==> config.mk <==
export PLATFORM = sky130hd
export DESIGN_NAME = binomial_coefficient_unit
export DESIGN_NICKNAME = d
export VERILOG_FILES = /design/src/rtl/bcu_pkg.sv /design/src/rtl/bcu_ctrl.sv /design/src/rtl/bcu_datapath.sv /design/src/rtl/binomial_coefficient_unit.sv
export SDC_FILE = /design/constraint.sdc
export NUM_CORES = 2
export LEC_CHECK = 0
export ABC_AREA = 1
export BUFFER_PORTS_ARGS = -buffer_cell sky130_fd_sc_hd__buf_2
export CORE_MARGIN = 3
export CORE_UTILIZATION = 59
export CTS_CLUSTER_SIZE = 8
export DETAILED_ROUTE_END_ITERATION = 6
export GPL_TIMING_DRIVEN = 0
export PLACE_DENSITY = 0.78
export SYNTH_ARGS = -nofsm -noshare
export SYNTH_HDL_FRONTEND = slang
export SYNTH_SLANG_ARGS = --single-unit
export TNS_END_PERCENT = 30
==> constraint.sdc <==
create_clock -name clk_i -period 5.25 [get_ports clk_i]
set_clock_uncertainty 0.1 [all_clocks]
set_input_delay 0.7875 -clock clk_i [delete_from_list [all_inputs] [get_ports clk_i]]
set_output_delay 0.7875 -clock clk_i [all_outputs]
set_load 0.01 [all_outputs]
==> src/rtl/bcu_pkg.sv <==
`timescale 1ns / 1ps

package bcu_pkg;

  localparam int unsigned OPERAND_BITS = 8;
  localparam int unsigned RESULT_BITS  = 64;
  localparam int unsigned PROD_BITS    = RESULT_BITS + OPERAND_BITS;
  localparam int unsigned CNT_BITS     = $clog2(RESULT_BITS);

  typedef enum logic [1:0] {
    CASE_ONE,
    CASE_ZERO,
    CASE_PROD,
    CASE_BINOM
  } bcu_case_e;

  typedef struct packed {
    logic start;
    logic mul_step;
    logic den_init;
    logic div_init;
    logic div_step;
    logic out_load;
  } bcu_cmd_t;

  typedef struct packed {
    bcu_case_e in_case;
    logic      mul_ovf;
    logic      mul_last;
    logic      div_last;
  } bcu_sts_t;

endpackage

==> src/rtl/bcu_ctrl.sv <==
`timescale 1ns / 1ps

module bcu_ctrl import bcu_pkg::*; (
  input  logic     clk_i,
  input  logic     rst_ni,
  input  logic     in_valid_i,
  output logic     in_stall_o,
  output logic     out_valid_o,
  input  logic     out_stall_i,
  input  bcu_sts_t sts_i,
  output bcu_cmd_t cmd_o
);

  localparam logic [2:0] S_IDLE = 3'd0;
  localparam logic [2:0] S_MULP = 3'd1;
  localparam logic [2:0] S_MULN = 3'd2;
  localparam logic [2:0] S_DENI = 3'd3;
  localparam logic [2:0] S_MULD = 3'd4;
  localparam logic [2:0] S_DIVI = 3'd5;
  localparam logic [2:0] S_DIV  = 3'd6;
  localparam logic [2:0] S_FIN  = 3'd7;

  logic [2:0] state_q, state_d;
  logic       out_valid_q, out_valid_d;

  assign in_stall_o  = (state_q != S_IDLE);
  assign out_valid_o = out_valid_q;

  always_comb begin
    state_d = state_q;
    cmd_o   = '0;
    unique case (state_q)
      S_IDLE: begin
        if (in_valid_i) begin
          cmd_o.start = 1'b1;
          unique case (sts_i.in_case)
            CASE_PROD:  state_d = S_MULP;
            CASE_BINOM: state_d = S_MULN;
            default:    state_d = S_FIN;
          endcase
        end
      end
      S_MULP: begin
        cmd_o.mul_step = 1'b1;
        if (sts_i.mul_ovf || sts_i.mul_last) state_d = S_FIN;
      end
      S_MULN: begin
        cmd_o.mul_step = 1'b1;
        priority if (sts_i.mul_ovf) state_d = S_FIN;
        else if (sts_i.mul_last)    state_d = S_DENI;
      end
      S_DENI: begin
        cmd_o.den_init = 1'b1;
        state_d        = S_MULD;
      end
      S_MULD: begin
        cmd_o.mul_step = 1'b1;
        priority if (sts_i.mul_ovf) state_d = S_FIN;
        else if (sts_i.mul_last)    state_d = S_DIVI;
      end
      S_DIVI: begin
        cmd_o.div_init = 1'b1;
        state_d        = S_DIV;
      end
      S_DIV: begin
        cmd_o.div_step = 1'b1;
        if (sts_i.div_last) state_d = S_FIN;
      end
      S_FIN: begin
        if (!out_valid_q || !out_stall_i) begin
          cmd_o.out_load = 1'b1;
          state_d        = S_IDLE;
        end
      end
      default: state_d = S_IDLE;
    endcase
  end

  always_comb begin
    out_valid_d = out_valid_q;
    priority if (cmd_o.out_load) out_valid_d = 1'b1;
    else if (!out_stall_i)       out_valid_d = 1'b0;
  end

  always_ff @(posedge clk_i or negedge rst_ni) begin
    if (!rst_ni) begin
      state_q     <= S_IDLE;
      out_valid_q <= 1'b0;
    end else begin
      state_q     <= state_d;
      out_valid_q <= out_valid_d;
    end
  end

endmodule

==> src/rtl/bcu_datapath.sv <==
`timescale 1ns / 1ps

module bcu_datapath import bcu_pkg::*; (
  input  logic                    clk_i,
  input  logic                    func_i,
  input  logic [OPERAND_BITS-1:0] first_operand_i,
  input  logic [OPERAND_BITS-1:0] second_operand_i,
  input  bcu_cmd_t                cmd_i,
  output bcu_sts_t                sts_o,
  output logic [RESULT_BITS-1:0]  value_o,
  output logic                    overflow_o
);

  logic [RESULT_BITS-1:0]  acc_q, acc_d;
  logic [RESULT_BITS-1:0]  num_q, num_d;
  logic [RESULT_BITS-1:0]  rem_q, rem_d;
  logic [OPERAND_BITS-1:0] i_q, i_d;
  logic [OPERAND_BITS-1:0] hi_q, hi_d;
  logic [OPERAND_BITS-1:0] k_q, k_d;
  logic [CNT_BITS-1:0]     cnt_q, cnt_d;
  logic                    ovf_q, ovf_d;
  logic                    quo_sel_q, quo_sel_d;
  logic [RESULT_BITS-1:0]  value_q, value_d;
  logic                    overflow_q, overflow_d;

  logic [PROD_BITS-1:0]    prod;
  logic [RESULT_BITS:0]    shifted;
  logic [RESULT_BITS:0]    diff;
  bcu_case_e               in_case;

  assign prod    = PROD_BITS'(acc_q) * PROD_BITS'(i_q);
  assign shifted = {rem_q, num_q[RESULT_BITS-1]};
  assign diff    = shifted - {1'b0, acc_q};

  always_comb begin
    priority if (!func_i) begin
      in_case = (second_operand_i > first_operand_i) ? CASE_ONE : CASE_PROD;
    end else if (second_operand_i > first_operand_i) begin
      in_case = CASE_ZERO;
    end else if (second_operand_i == '0) begin
      in_case = CASE_ONE;
    end else begin
      in_case = CASE_BINOM;
    end
  end

  assign sts_o.in_case  = in_case;
  assign sts_o.mul_ovf  = |prod[PROD_BITS-1:RESULT_BITS];
  assign sts_o.mul_last = (i_q == hi_q);
  assign sts_o.div_last = (cnt_q == '0);

  always_comb begin
    acc_d      = acc_q;
    num_d      = num_q;
    rem_d      = rem_q;
    i_d        = i_q;
    hi_d       = hi_q;
    k_d        = k_q;
    cnt_d      = cnt_q;
    ovf_d      = ovf_q;
    quo_sel_d  = quo_sel_q;
    value_d    = value_q;
    overflow_d = overflow_q;
    if (cmd_i.start) begin
      acc_d     = (in_case == CASE_ZERO) ? '0 : RESULT_BITS'(1);
      i_d       = func_i ? (first_operand_i - second_operand_i + OPERAND_BITS'(1))
                         : second_operand_i;
      hi_d      = first_operand_i;
      k_d       = second_operand_i;
      ovf_d     = 1'b0;
      quo_sel_d = 1'b0;
    end
    if (cmd_i.mul_step) begin
      if (sts_o.mul_ovf) begin
        acc_d = '0;
        ovf_d = 1'b1;
      end else begin
        acc_d = prod[RESULT_BITS-1:0];
        i_d   = i_q + OPERAND_BITS'(1);
      end
    end
    if (cmd_i.den_init) begin
      num_d = acc_q;
      acc_d = RESULT_BITS'(1);
      i_d   = OPERAND_BITS'(1);
      hi_d  = k_q;
    end
    if (cmd_i.div_init) begin
      rem_d     = '0;
      cnt_d     = CNT_BITS'(RESULT_BITS - 1);
      quo_sel_d = 1'b1;
    end
    if (cmd_i.div_step) begin
      if (!diff[RESULT_BITS]) begin
        rem_d = diff[RESULT_BITS-1:0];
        num_d = {num_q[RESULT_BITS-2:0], 1'b1};
      end else begin
        rem_d = shifted[RESULT_BITS-1:0];
        num_d = {num_q[RESULT_BITS-2:0], 1'b0};
      end
      cnt_d = cnt_q - CNT_BITS'(1);
    end
    if (cmd_i.out_load) begin
      value_d    = quo_sel_q ? num_q : acc_q;
      overflow_d = ovf_q;
    end
  end

  always_ff @(posedge clk_i) begin
    acc_q      <= acc_d;
    num_q      <= num_d;
    rem_q      <= rem_d;
    i_q        <= i_d;
    hi_q       <= hi_d;
    k_q        <= k_d;
    cnt_q      <= cnt_d;
    ovf_q      <= ovf_d;
    quo_sel_q  <= quo_sel_d;
    value_q    <= value_d;
    overflow_q <= overflow_d;
  end

  assign value_o    = value_q;
  assign overflow_o = overflow_q;

endmodule

==> src/rtl/binomial_coefficient_unit.sv <==
`timescale 1ns / 1ps
// channel  handshake            word
// in       in_valid_i/in_stall_o  func_i, first_operand_i, second_operand_i
// out      out_valid_o/out_stall_i value_o, overflow_o
//
// One word at a time; products of operands 0..255 run on the 64x8 multiplier,
// and C(n,k) then also runs the 64-bit restoring divider. Trivial cases skip
// the multiplier and the divider.
// Reset clears the controller and output valid; the datapath is not reset.
// A result held under out_stall_i parks the controller in its final state
// while the input stays stalled.

module binomial_coefficient_unit import bcu_pkg::*; (
  input  logic                    clk_i,
  input  logic                    rst_ni,
  input  logic                    in_valid_i,
  output logic                    in_stall_o,
  input  logic                    func_i,
  input  logic [OPERAND_BITS-1:0] first_operand_i,
  input  logic [OPERAND_BITS-1:0] second_operand_i,
  output logic                    out_valid_o,
  input  logic                    out_stall_i,
  output logic [RESULT_BITS-1:0]  value_o,
  output logic                    overflow_o
);

  bcu_cmd_t cmd;
  bcu_sts_t sts;

  bcu_ctrl u_ctrl (
    .clk_i      (clk_i),
    .rst_ni     (rst_ni),
    .in_valid_i (in_valid_i),
    .in_stall_o (in_stall_o),
    .out_valid_o(out_valid_o),
    .out_stall_i(out_stall_i),
    .sts_i      (sts),
    .cmd_o      (cmd)
  );

  bcu_datapath u_datapath (
    .clk_i           (clk_i),
    .func_i          (func_i),
    .first_operand_i (first_operand_i),
    .second_operand_i(second_operand_i),
    .cmd_i           (cmd),
    .sts_o           (sts),
    .value_o         (value_o),
    .overflow_o      (overflow_o)
  );

`ifndef SYNTHESIS
  a_ovf_zero: assert property (@(posedge clk_i) disable iff (!rst_ni)
    (out_valid_o && overflow_o) |-> (value_o == '0))
    else $error("overflow with nonzero value");

  a_busy_after_accept: assert property (@(posedge clk_i) disable iff (!rst_ni)
    (in_valid_i && !in_stall_o) |=> in_stall_o)
    else $error("input not stalled after accept");

  a_result_from_work: assert property (@(posedge clk_i) disable iff (!rst_ni)
    $rose(out_valid_o) |-> $past(in_stall_o))
    else $error("result without a word in flight");
`endif

endmodule
==> Flow_metrics.wiki <==
{| class="wikitable"
! Metric !! Value
|-
| Status || finished, violations left
|-
| Violated checks || DRC, setup timing
|-
| Ratio of cells with drive above 1 in the final layout || approximately 16%
|-
| Top-level port count || a little under 90
|-
| Placement Rows || a little under 90
|-
| DR vias/cell || approximately 6
|-
| Final worst slack || -0.609 ns
|-
| Fraction of the yosys area taken by sequential cells || a little under a quarter
|-
| Pin count of the biggest net entering global routing || 53
|-
| Worst Hold Slack || 0.321 ns
|-
| Iteration-0 DRC count of the detailed router || slightly below 4000
|-
| Fraction of synthesis flops using an asynchronous set or reset pin || under 10%
|-
| Layout overhead on the synthesized area || 19.4%
|-
| Finished layout cell area || between 40000 and 50000 sq um
|-
| Unrepaired setup endpoints after global routing || yes
|-
| Post-detailed-placement half-perimeter wirelength || between 80 and 90 mm
|-
| Combined area of all synthesized cells || 34600 sq um
|-
| Worst path required time || between 5 and 6 ns
|-
| Commonest cells after routing, fill and taps aside || sky130_fd_sc_hd__nand2_1 (1260), sky130_fd_sc_hd__inv_1 (1037), sky130_fd_sc_hd__fa_1 (348)
|-
| Peak supply drop || 0.458 mV
|-
| Startpoint of the most critical register-to-register path || u_datapath.i_q[1]$_SDFF_PP0_
|-
| Weighted congestion reported at the end of routability-driven placement || 1.04
|-
| DRC violation count after routing || 16
|-
| Final number of hold-violating endpoints || 0
|-
| Number of distinct library cells after synthesis || 50
|-
| Routed length per instance || between 20 and 25 microns
|-
| Setup slack after placement || -1.85 ns
|-
| Clock Tree Buf Depth || 3
|-
| Mapped Avg Cell Area || 7.29 sq um
|-
| Worst skew pair latency || between 0.6 and 0.7 ns
|-
| GRT Residual Overflow || 0
|-
| Startpoint of the worst hold path || second_operand_i[5]
|-
| Final Max Tran Viols || 0
|-
| Instance area at placement || approximately 36000 sq um
|-
| Synthesis Warnings || 0
|-
| F_max || around 170 MHz
|-
| Synthesized net count || around 5300
|-
| Fraction of the cycle the final worst path needs || 112%
|-
| Clock tree from TritonCTS || done
|-
| Number of global-route vias before repair || 32128
|-
| First-pass GRT wire length || between 150 and 200 mm
|-
| Global-route usage over all layers || between 30% and 40%
|-
| Actual slew at the worst max-slew pin || roughly 1.4 ns
|-
| Clock edge transition at the registers on the reported setup and hold paths || around 0.050 ns
|-
| Die Area || 61700 sq um
|-
| Synthesized instance count || approximately 4800
|-
| Count of flip-flops with a built-in enable after synthesis || around 220
|-
| Die outline height || approximately 250 microns
|-
| Number of endpoints failing setup at the final stage || 76
|-
| Primary flip-flop cell chosen by synthesis mapping || sky130_fd_sc_hd__edfxtp_1
|-
| Relative slew slack || between 6 and 7%
|-
| Input/output buffers || between 80 and 90
|-
| Core area || a little under 60000 sq um
|-
| Leakage power of the design || between 0.02 and 0.025 uW
|-
| Sum of negative setup slack || -37.90 ns
|-
| H-tree depth || 2
|-
| Largest fanout on the critical path || 10
|-
| Post-DRT Antenna Nets || 0
|-
| Initial antenna violation count || 2
|-
| TritonCTS buffer count || 43
|-
| Setup crit start || u_datapath.i_q[1]$_SDFF_PP0_
|-
| Via count of the routed design || around 33000
|-
| Root buffer cell || sky130_fd_sc_hd__clkbuf_16
|-
| Setup crit end kind || register
|-
| Total power divided by cell area || roughly 650 nW/um^2
|-
| Post-layout min period || 5.86 ns
|-
| Horiz. Die Dim || between 200 and 250 microns
|-
| Crit Path Category || register to register
|-
| Worst Path Arrival || 6.26 ns
|-
| Final WL || 124 mm
|-
| Nets || around 5500
|-
| Clock sink count || between 200 and 300
|-
| Hold/Removal Path Class || primary input to register
|-
| Max cap viols || 0
|-
| Sort of element at the start of the critical path || register
|-
| Commonest non-fill, non-tap cell in the layout || sky130_fd_sc_hd__nand2_1
|-
| Starting density of the core || around 60%
|-
| TritonRoute pass-1 iters || 7
|-
| FF+latch count, synth || 293
|}
==> cells by family (layout without fill, tap and decap cells) <==
group / after synthesis / count (layout) / share of synthesized area [%]
buf+inv: 1280 / 1488 / 14.1
flops: 293 / 293 / 23.2
fa+ha+maj: 554 / 554 / 28.1
xor+xnor: 136 / 136 / 3.44
simple gates: 1789 / 1789 / 20.4
compound gates: 698 / 698 / 10.7
other cells: 0 / 1 / 0
==> per-layer routing <==
metal	routed length (microns)	vias to the layer above	global-route usage, %	share of wire, %
li1	-	14809	-	-
met1	44600	15709	48.4	36
met2	54200	2182	59.1	44
met3	14700	645	8.39	12
met4	10300	4	21.3	8.3
met5	30	-	0	0.024
==> path summary, 6_finish.rpt <==
kind / to / slack [ns] / depth (start not counted)
setup / recovery: u_datapath.acc_q[25]$_SDFFE_PP0P_ / -0.61 / 25
hold / removal: u_datapath.k_q[5]$_DFFE_PP_ / 0.32 / 1
setup reg to reg: u_datapath.acc_q[25]$_SDFFE_PP0P_ / -0.61 / 25
hold reg to reg: u_datapath.overflow_o$_DFFE_PP_ / 0.36 / 0
max in group asynchronous: u_ctrl.state_q[1]$_DFFE_PN0P_ / 4.48 / 2
min in group asynchronous: u_ctrl.state_q[2]$_DFFE_PN0P_ / 0.45 / 2
==> synth_stat cells (74+ instances only) <==
library cell               number  area (sq um)
sky130_fd_sc_hd__fa_1         374          7490
sky130_fd_sc_hd__a21oi_1      316          1580
sky130_fd_sc_hd__nand3_1       85           425
sky130_fd_sc_hd__inv_1       1083          4070
sky130_fd_sc_hd__nand2_1     1379          5180
sky130_fd_sc_hd__nor2_1       229           860
sky130_fd_sc_hd__ha_1         180          2250
sky130_fd_sc_hd__edfxtp_1     215          6460
sky130_fd_sc_hd__xor2_1        81           709
sky130_fd_sc_hd__clkbuf_1     147           552
sky130_fd_sc_hd__dfxtp_1       74          1480
sky130_fd_sc_hd__o21ai_0      281          1410
==> cell type report <==
| cell class | count | area, sq um |
|---|---|---|
| clock buffer | 55 | 1140 |
| clock inverter | 4 | 58.8 |
| multi-input combinational | 3177 | 23800 |
| inverter | 1088 | 4090 |
| timing repair buffer | 209 | 1890 |
| buffer | 132 | 1340 |
| sequential | 293 | 8070 |
| antenna | 1 | 2.50 |
| fill | 4409 | 16600 |
| tap | 765 | 957 |
==> critical path, cell delays in order, from the launching register on <==
cell and delay, ns:
sky130_fd_sc_hd__dfxtp_1 0.42, sky130_fd_sc_hd__clkbuf_2 0.46, sky130_fd_sc_hd__clkbuf_2 0.39, sky130_fd_sc_hd__nand2_1 0.13, sky130_fd_sc_hd__fa_1 0.54, sky130_fd_sc_hd__inv_1 0.06
sky130_fd_sc_hd__fa_1 0.56, sky130_fd_sc_hd__fa_1 0.51, sky130_fd_sc_hd__ha_4 0.35, sky130_fd_sc_hd__nand2_1 0.16, sky130_fd_sc_hd__nor2_2 0.21, sky130_fd_sc_hd__inv_1 0.10
sky130_fd_sc_hd__nor2_4 0.13, sky130_fd_sc_hd__and3_4 0.19, sky130_fd_sc_hd__nand2_2 0.06, sky130_fd_sc_hd__nand2_4 0.12, sky130_fd_sc_hd__nand2_2 0.09, sky130_fd_sc_hd__nand3_2 0.07
sky130_fd_sc_hd__nand3_2 0.08, sky130_fd_sc_hd__nor2_4 0.19, sky130_fd_sc_hd__nand2_4 0.09, sky130_fd_sc_hd__nor2_8 0.15, sky130_fd_sc_hd__buf_12 0.19, sky130_fd_sc_hd__clkbuf_16 0.16
sky130_fd_sc_hd__nand2_1 0.07, sky130_fd_sc_hd__a21oi_1 0.15
==> flip-flops by register name, indices dropped and copies added (netlist names), 6 cells and up <==
| signal | flops |
|---|---|
| u_datapath.hi_q | 8 |
| u_datapath.cnt_q | 6 |
| u_datapath.acc_q | 64 |
| u_datapath.i_q | 8 |
| u_datapath.rem_q | 64 |
| u_datapath.k_q | 8 |
| u_datapath.value_o | 64 |
| u_datapath.num_q | 64 |
==> metrics by stage <==
stage / power, uW / cells / util [%]
global route: 28200 / 5723 / 71.4
detailed placement: 20200 / 5606 / 62.4
floorplan: 15200 / 4750 / -
global placement: 20000 / 5602 / 62.2
CTS: 24800 / 5682 / 68.8
finish: 26700 / 5724 / 71.4
==> power by group <==
part	internal, uW	switching, uW
clock network	1510	1120
registers	3990	1230
logic	6970	11900
total	12500	14200
==> timing repair <==
item / 4_1_cts / 5_1_grt
setup buffers: 53 / 39
gates resized for setup: 468 / 276
hold buffers: 1 / 0
endpoints found under the setup margin: 76 / 76
endpoints found under the hold margin: 4 / 0
pin swaps: 83 / 96
gates cloned: 12 / 13
Power figures use the tool's default switching activity.
